File: src/design/dpit_pkg.sv
// Shared types, register codes and reset values for the debounced press interval timer.
// No dependencies.

package dpit_pkg;

	localparam int unsigned CFG_IDX_W = 3;
	localparam int unsigned CFG_DATA_W = 16;

	localparam logic [CFG_IDX_W-1:0] CFG_PERIOD_TOP   = 3'd0;
	localparam logic [CFG_IDX_W-1:0] CFG_DEBOUNCE_TOP = 3'd1;
	localparam logic [CFG_IDX_W-1:0] CFG_STABLE_COUNT = 3'd2;
	localparam logic [CFG_IDX_W-1:0] CFG_SHORT_LIMIT  = 3'd3;
	localparam logic [CFG_IDX_W-1:0] CFG_LONG_LIMIT   = 3'd4;

	localparam logic [15:0] RST_PERIOD_TOP   = 16'd9999;
	localparam logic [15:0] RST_DEBOUNCE_TOP = 16'd1000;
	localparam logic [3:0]  RST_STABLE_COUNT = 4'd10;
	localparam logic [15:0] RST_SHORT_LIMIT  = 16'd50;
	localparam logic [15:0] RST_LONG_LIMIT   = 16'd100;

	localparam logic [3:0]  RUN_MAX  = 4'hF;
	localparam logic [15:0] WRAP_MAX = 16'hFFFF;

	typedef struct packed {
		logic [15:0] period_top;
		logic [15:0] debounce_top;
		logic [3:0]  stable_count;
		logic [15:0] short_limit;
		logic [15:0] long_limit;
	} cfg_t;

	typedef struct packed {
		logic        led_red;
		logic        led_green;
		logic [15:0] interval_units;
		logic        measure_done;
		logic        press_seen;
	} res_t;

endpackage

File: src/design/debounced_press_interval_timer.sv
// Top level: configuration registers, input register, result register and assertions.
// Depends on dpit_pkg, dpit_debounce and dpit_measure.
//
//  channel | signals                                   | transfer when
//  --------+-------------------------------------------+-----------------------
//  in      | in_valid, in_ready, switch_level          | in_valid & in_ready
//  out     | out_valid, out_ready, led_red, led_green, | out_valid & out_ready
//          | interval_units, measure_done, press_seen  |
//  cfg     | cfg_write, cfg_index, cfg_data            | cfg_write
//
// One item per cycle sustained while the output is not stalled; a result passes through
// the input register and then the result register before it is presented.
// The path is one input register plus one result register around single-pass state update.
// A stalled output holds the result register; the input register refills as results drain.
// Reset restores the register defaults and resets all timer and debounce state.

module debounced_press_interval_timer (
	input  logic                               clk,
	input  logic                               arst_n,
	input  logic                               in_valid,
	output logic                               in_ready,
	input  logic                               switch_level,
	output logic                               out_valid,
	input  logic                               out_ready,
	output logic                               led_red,
	output logic                               led_green,
	output logic [15:0]                        interval_units,
	output logic                               measure_done,
	output logic                               press_seen,
	input  logic                               cfg_write,
	input  logic [dpit_pkg::CFG_IDX_W-1:0]     cfg_index,
	input  logic [dpit_pkg::CFG_DATA_W-1:0]    cfg_data
);
	import dpit_pkg::*;

	cfg_t cfg_q;
	logic valid_s1;
	logic level_s1;
	logic out_valid_q;
	res_t res_q;
	res_t res_c;
	logic advance;
	logic pressed;

	always_ff @(posedge clk or negedge arst_n) begin
		if (!arst_n) begin
			cfg_q.period_top   <= RST_PERIOD_TOP;
			cfg_q.debounce_top <= RST_DEBOUNCE_TOP;
			cfg_q.stable_count <= RST_STABLE_COUNT;
			cfg_q.short_limit  <= RST_SHORT_LIMIT;
			cfg_q.long_limit   <= RST_LONG_LIMIT;
		end else if (cfg_write) begin
			unique case (cfg_index)
				CFG_PERIOD_TOP:   cfg_q.period_top   <= cfg_data;
				CFG_DEBOUNCE_TOP: cfg_q.debounce_top <= cfg_data;
				CFG_STABLE_COUNT: cfg_q.stable_count <= cfg_data[3:0];
				CFG_SHORT_LIMIT:  cfg_q.short_limit  <= cfg_data;
				CFG_LONG_LIMIT:   cfg_q.long_limit   <= cfg_data;
				default: ;
			endcase
		end
	end

	assign advance  = valid_s1 && (!out_valid_q || out_ready);
	assign in_ready = !valid_s1 || advance;

	always_ff @(posedge clk or negedge arst_n) begin
		if (!arst_n) begin
			valid_s1 <= 1'b0;
		end else if (in_ready) begin
			valid_s1 <= in_valid;
		end
	end

	always_ff @(posedge clk) begin
		if (in_ready && in_valid) begin
			level_s1 <= switch_level;
		end
	end

	dpit_debounce u_debounce (
		.clk     (clk),
		.arst_n  (arst_n),
		.step    (advance),
		.level   (level_s1),
		.cfg     (cfg_q),
		.pressed (pressed)
	);

	dpit_measure u_measure (
		.clk     (clk),
		.arst_n  (arst_n),
		.step    (advance),
		.pressed (pressed),
		.cfg     (cfg_q),
		.res     (res_c)
	);

	always_ff @(posedge clk or negedge arst_n) begin
		if (!arst_n) begin
			out_valid_q <= 1'b0;
		end else if (advance) begin
			out_valid_q <= 1'b1;
		end else if (out_ready) begin
			out_valid_q <= 1'b0;
		end
	end

	always_ff @(posedge clk) begin
		if (advance) begin
			res_q <= res_c;
		end
	end

	assign out_valid      = out_valid_q;
	assign led_red        = res_q.led_red;
	assign led_green      = res_q.led_green;
	assign interval_units = res_q.interval_units;
	assign measure_done   = res_q.measure_done;
	assign press_seen     = res_q.press_seen;

`ifndef SYNTHESIS
	a_done_needs_press: assert property (@(posedge clk) disable iff (!arst_n)
		out_valid_q |-> (!res_q.measure_done || res_q.press_seen))
		else $error("measure_done without press_seen");

	a_led_lit: assert property (@(posedge clk) disable iff (!arst_n)
		out_valid_q |-> (res_q.led_red || res_q.led_green))
		else $error("no LED lit on a valid result");

	a_advance_fills_out: assert property (@(posedge clk) disable iff (!arst_n)
		advance |=> out_valid_q)
		else $error("result register not loaded after advance");

	a_stall_holds: assert property (@(posedge clk) disable iff (!arst_n)
		(valid_s1 && out_valid_q && !out_ready) |-> !in_ready)
		else $error("input taken while pipeline is stalled and full");
`endif

endmodule

File: src/design/dpit_debounce.sv
// Edge-armed switch debouncer with sampling divider and stable-run counter.
// Depends on dpit_pkg.

module dpit_debounce (
	input  logic          clk,
	input  logic          arst_n,
	input  logic          step,
	input  logic          level,
	input  dpit_pkg::cfg_t cfg,
	output logic          pressed
);
	import dpit_pkg::*;

	logic        active_q, active_n;
	logic [15:0] div_q, div_n;
	logic        stab_q, stab_n;
	logic [3:0]  run_q, run_n;
	logic        prev_q;

	always_comb begin
		active_n = active_q;
		div_n    = div_q;
		stab_n   = stab_q;
		run_n    = run_q;
		pressed  = 1'b0;
		if (!active_q) begin
			if (prev_q && !level) begin
				active_n = 1'b1;
				div_n    = '0;
				run_n    = '0;
				stab_n   = level;
			end
		end else if (div_q >= cfg.debounce_top) begin
			div_n = '0;
			if (level == stab_q) begin
				if (run_q != RUN_MAX) begin
					run_n = run_q + 4'd1;
				end
			end else begin
				run_n  = '0;
				stab_n = level;
			end
			if (run_n >= cfg.stable_count) begin
				active_n = 1'b0;
				pressed  = !stab_n;
			end
		end else begin
			div_n = div_q + 16'd1;
		end
	end

	always_ff @(posedge clk or negedge arst_n) begin
		if (!arst_n) begin
			active_q <= 1'b0;
			div_q    <= '0;
			stab_q   <= 1'b0;
			run_q    <= '0;
			prev_q   <= 1'b1;
		end else if (step) begin
			active_q <= active_n;
			div_q    <= div_n;
			stab_q   <= stab_n;
			run_q    <= run_n;
			prev_q   <= level;
		end
	end

endmodule

File: src/design/dpit_measure.sv
// Wrapping period counter, press capture, interval computation and LED classing.
// Depends on dpit_pkg.

module dpit_measure (
	input  logic           clk,
	input  logic           arst_n,
	input  logic           step,
	input  logic           pressed,
	input  dpit_pkg::cfg_t cfg,
	output dpit_pkg::res_t res
);
	import dpit_pkg::*;

	logic [15:0] ctr_q, ctr_n;
	logic [15:0] wraps_q, wraps_n, wraps_p;
	logic [15:0] first_q, first_n;
	logic        await_q, await_p;
	logic [15:0] last_q, last_n;
	logic        done;
	logic        below_short, below_long;

	always_comb begin
		first_n = first_q;
		last_n  = last_q;
		await_p = await_q;
		wraps_p = wraps_q;
		done    = 1'b0;
		if (pressed) begin
			if (!await_q) begin
				first_n = ctr_q;
				wraps_p = '0;
				await_p = 1'b1;
			end else begin
				if (ctr_q < first_q && wraps_q != '0) begin
					last_n = wraps_q - 16'd1;
				end else begin
					last_n = wraps_q;
				end
				await_p = 1'b0;
				done    = 1'b1;
			end
		end
		if (ctr_q >= cfg.period_top) begin
			ctr_n = '0;
			if (await_p && wraps_p != WRAP_MAX) begin
				wraps_n = wraps_p + 16'd1;
			end else begin
				wraps_n = wraps_p;
			end
		end else begin
			ctr_n   = ctr_q + 16'd1;
			wraps_n = wraps_p;
		end
		below_short = last_n < cfg.short_limit;
		below_long  = last_n < cfg.long_limit;
		res.led_red        = below_short || !below_long;
		res.led_green      = !below_short;
		res.interval_units = last_n;
		res.measure_done   = done;
		res.press_seen     = pressed;
	end

	always_ff @(posedge clk or negedge arst_n) begin
		if (!arst_n) begin
			ctr_q   <= '0;
			wraps_q <= '0;
			first_q <= '0;
			await_q <= 1'b0;
			last_q  <= '0;
		end else if (step) begin
			ctr_q   <= ctr_n;
			wraps_q <= wraps_n;
			first_q <= first_n;
			await_q <= await_p;
			last_q  <= last_n;
		end
	end

endmodule
File: config.mk
export PLATFORM = sky130hd
export DESIGN_NAME = debounced_press_interval_timer
export DESIGN_NICKNAME = d
export VERILOG_FILES = /design/src/design/dpit_pkg.sv /design/src/design/debounced_press_interval_timer.sv /design/src/design/dpit_debounce.sv /design/src/design/dpit_measure.sv
export SDC_FILE = /design/constraint.sdc
export NUM_CORES = 1
export LEC_CHECK = 0
export ABC_AREA = 1
export BUFFER_PORTS_ARGS = -buffer_cell sky130_fd_sc_hd__buf_2
export CAP_MARGIN = 25
export CELL_PAD_IN_SITES_DETAIL_PLACEMENT = 1
export CELL_PAD_IN_SITES_GLOBAL_PLACEMENT = 1
export CORE_MARGIN = 2
export CORE_UTILIZATION = 30
export DETAILED_ROUTE_END_ITERATION = 12
export PLACE_DENSITY_LB_ADDON = 0.1
export SLEW_MARGIN = 15
export SYNTH_ARGS = -nofsm -noshare
export SYNTH_HDL_FRONTEND = slang
export SYNTH_SLANG_ARGS = --single-unit
export TNS_END_PERCENT = 10
File: constraint.sdc
create_clock -name clk -period 6.8 [get_ports clk]
set_input_delay 0.68 -clock clk [delete_from_list [all_inputs] [get_ports clk]]
set_output_delay 0.68 -clock clk [all_outputs]
set_load 0.03 [all_outputs]
==> flow_metrics.py <==
metrics = {
    "placement": {
        "place_area_um2": 10700,
        "place_ws_ns": 2.43,
        "portBuffers": 46,
        "gp_congestion": 0.743,
        "hpwl_mm": 19.9,
    },
    "clocking": {
        "clkLatencyLatePin_ns": 0.45,
        "cts_setup_buffers": 0,
        "cts_buffer_depth": 2,
        "cts-resized-gates": 0,
        "htree_levels": 4,
        "postCtsHoldBufs": 0,
        "cts_buffers": 17,
        "cts.clk_slew.worst_paths_ns": 0.07,
        "cts_tree": "built",
        "cts_root_buf": "clkbuf_16",
        "clock-sinks": 179,
    },
    "setup_path": {
        "worstPathRequired_ns": 7.00,
        "start_kind": "register",
        "arrival_ns": 4.61,
        "critPathMaxFanout": 15,
        "cp_common_cell": "nand2_1",
        "path_class": "register to register",
        "slowest_delay_ns": 0.71,
        "crit_chain": "ha_1, inv_1, a211oi_1, ha_1, nand2_1, o211ai_1, nand4_1, a22oi_1, ha_1, nand2_1, nor2_1, a211oi_1, nand2_1, a21oi_1, nand2_1",
        "crit_slowest_cell": "a22oi_1",
        "endpoint_kind": "register",
    },
    "die": {
        "core_area_um2": 32700,
        "io_pins": 47,
        "die_w_um": 187,
        "row_count": 66,
        "fp.dieH_um": 187,
        "initial_utilization_pct": 30.7,
        "die_area_um2": 34900,
    },
    "global_routing": {
        "grt_pass1_vias": 8121,
        "busiest_layer": "met2",
        "grtUsageMet1_pct": 21.9,
        "grt_use_total_pct": 16.1,
        "grt_max_degree": 57,
        "grt-ovfl-total": 0,
        "antenna_found_initial": 0,
        "grt_pass1_wl_mm": 44.2,
        "grt_use_met3_pct": 2.68,
        "grtUsageMet2_pct": 26.6,
    },
    "pwr": {
        "powerDensity_nw_per_um2": 331,
        "peakVddDrop_mv": 0.184,
        "leakage_nw": 5.55,
    },
    "detailed_routing": {
        "postRouteAntennaNets": 0,
        "drt_iter0_drc": 252,
        "drc": 0,
        "vias": 7752,
        "first_pass_iters": 4,
        "finalWirelength_mm": 26.7,
        "via_per_inst": 4.57,
        "wire_per_inst_um": 15.7,
    },
    "sta": {
        "worstMarginPinSlew_ns": 0.902,
        "fmax_ghz": 0.226,
        "min_period_ns": 4.42,
        "rsz0062_at_grt": "no",
        "setup_slack_ns": 2.38,
        "setup_viol": 0,
        "drv_slew": 0,
        "hold_violations": 0,
        "finalCritPeriodShare_pct": 64.9,
        "setup-tns-final_ns": 0,
        "slew_headroom_pct": 39.8,
        "skew_ns": 0.0120,
    },
    "synth": {
        "synth_seq_cells": 179,
        "yosys.cell_types.count": 46,
        "syn_nets": 1315,
        "synth_top_cells_by_count": "nand2_1 (285), inv_1 (191), dfrtp_1 (135)",
        "ys_seq_area_share_pct": 46.0,
        "synthesis.area_um2": 10000,
        "synthFlopType": "dfrtp_1",
        "yosysTopAreaCellShare_pct": 33.7,
        "async_flop_share_pct": 88.3,
        "yosysWarnings": 0,
        "avgSynthCellArea_um2": 8.35,
        "synth_edf_count": 21,
        "ys_top_cells_by_area": "dfrtp_1 (34%), ha_1 (11%), nand2_1 (11%)",
        "syn_inst": 1201,
        "yosys.area.top_type": "dfrtp_1",
        "synth_most_common_cell": "nand2_1",
    },
    "finish": {
        "final_layout_size_suffix_gt1_share_pct": 11.7,
        "design_area_um2": 11300,
        "antennaDiodeCount": 0,
        "nFillCells": 3959,
        "nets": 1354,
        "syn_to_final_growth_pct": 12.9,
    },
    "status": {
        "status": "completed",
    },
    "hold_path": {
        "hold_class": "primary input to async pin",
    },
    "flow_run": {
        "cap_viol_max_count": 0,
    },
}
==> where the power goes <==
group          switching [mW]  internal [mW]  leakage (nW)
Clock                   0.460          0.536         0.280
Sequential              0.150           1.34          2.21
Combinational           0.831          0.438          3.06
==> final cells by class <==
type	instances	area (um2)	area share [%]
clock inverters	11	100	0.884
well taps	442	553	4.88
inverters	198	743	6.56
flip-flops and latches	179	4610	40.7
repair buffers	53	315	2.78
multi-input cells	791	4530	40.0
clock buffers	21	470	4.15
==> cells in the final DEF, fill, tap and decap left out, types with 3 or more instances in the layout <==
cell / count
nand2_1: 285
inv_1: 191
dfrtp_1: 135
o21ai_0: 127
ha_1: 89
nor2_1: 72
a21oi_1: 52
buf_2: 45
nand3_1: 29
xor2_1: 23
dfstp_2: 23
edfxtp_1: 21
nor3_1: 20
nand4_1: 19
clkbuf_16: 17
xnor2_1: 9
nor2_2: 8
inv_2: 7
a211oi_1: 5
o21ai_1: 5
nand2_2: 5
a31oi_1: 5
nor4_1: 4
nor3_2: 4
nor3b_1: 4
clkinv_2: 4
nand3_2: 3
clkbuf_8: 3
inv_6: 3
buf_8: 3
buf_4: 3
==> path summary, 6_finish.rpt <==
kind                         startpoint              endpoint  slack [ns]  depth (start not counted)
hold / removal                   arst_n             cfg_q[13]        0.18                          1
max in group asynchronous        arst_n  u_measure.first_q[9]        5.41                          2
hold reg to reg               cfg_q[26]             cfg_q[26]        0.48                          2
setup reg to reg               level_s1               led_red        2.38                         15
min in group clk           switch_level              level_s1        0.40                          1
setup / recovery               level_s1               led_red        2.38                         15
==> worst max-delay path: cells and delay by family (launching register included) <==
family | cells | cell delay [ns]
adders and majority gates | 3 | 0.94
AOI/OAI and AO/OA | 5 | 1.75
buffers and inverters | 1 | 0.07
DFF | 1 | 0.43
and+or+nand+nor | 6 | 0.96
==> kinds of logic after synthesis <==
group	share of synthesized area (%)
and+or+nand+nor	20.4
AOI/OAI and AO/OA	10.9
buffers and inverters	8.81
xor gates and xnor gates	2.79
DFF	46.0
adders and majority gates	11.1
==> registers in the layout, indices dropped and copies added, names as in the netlist, 4 cells and up <==
| signal | count |
|---|---|
| cfg_q | 68 |
| interval_units | 16 |
| u_debounce.div_q | 16 |
| u_debounce.run_q | 4 |
| u_measure.ctr_q | 16 |
| u_measure.first_q | 16 |
| u_measure.last_q | 16 |
| u_measure.wraps_q | 16 |
==> stage by stage <==
step / power (mW) / cells / hold slack, ns / util (%)
6_report: 3.75 / 1695 / 0.184 / 34.6
5_1_grt: 4.07 / 1695 / 0.209 / 34.6
4_1_cts: 3.83 / 1693 / 0.191 / 34.6
3_5_place_dp: 2.80 / 1661 / 0.468 / 32.8
3_3_place_gp: 2.77 / 1659 / 0.465 / 32.7
2_1_floorplan: 2.39 / 1201 / 0.384 / -
==> metal layers <==
layer | share of wire, % | wire [um] | vias to the layer above
met1 | 50 | 13400 | 3717
met3 | 2.1 | 554 | 13
li1 | - | - | 3950
met2 | 47 | 12400 | 72
met4 | 1.0 | 271 | 0
met5 | 0 | 0 | -
Note: power is estimated with default switching activity, not from simulation.
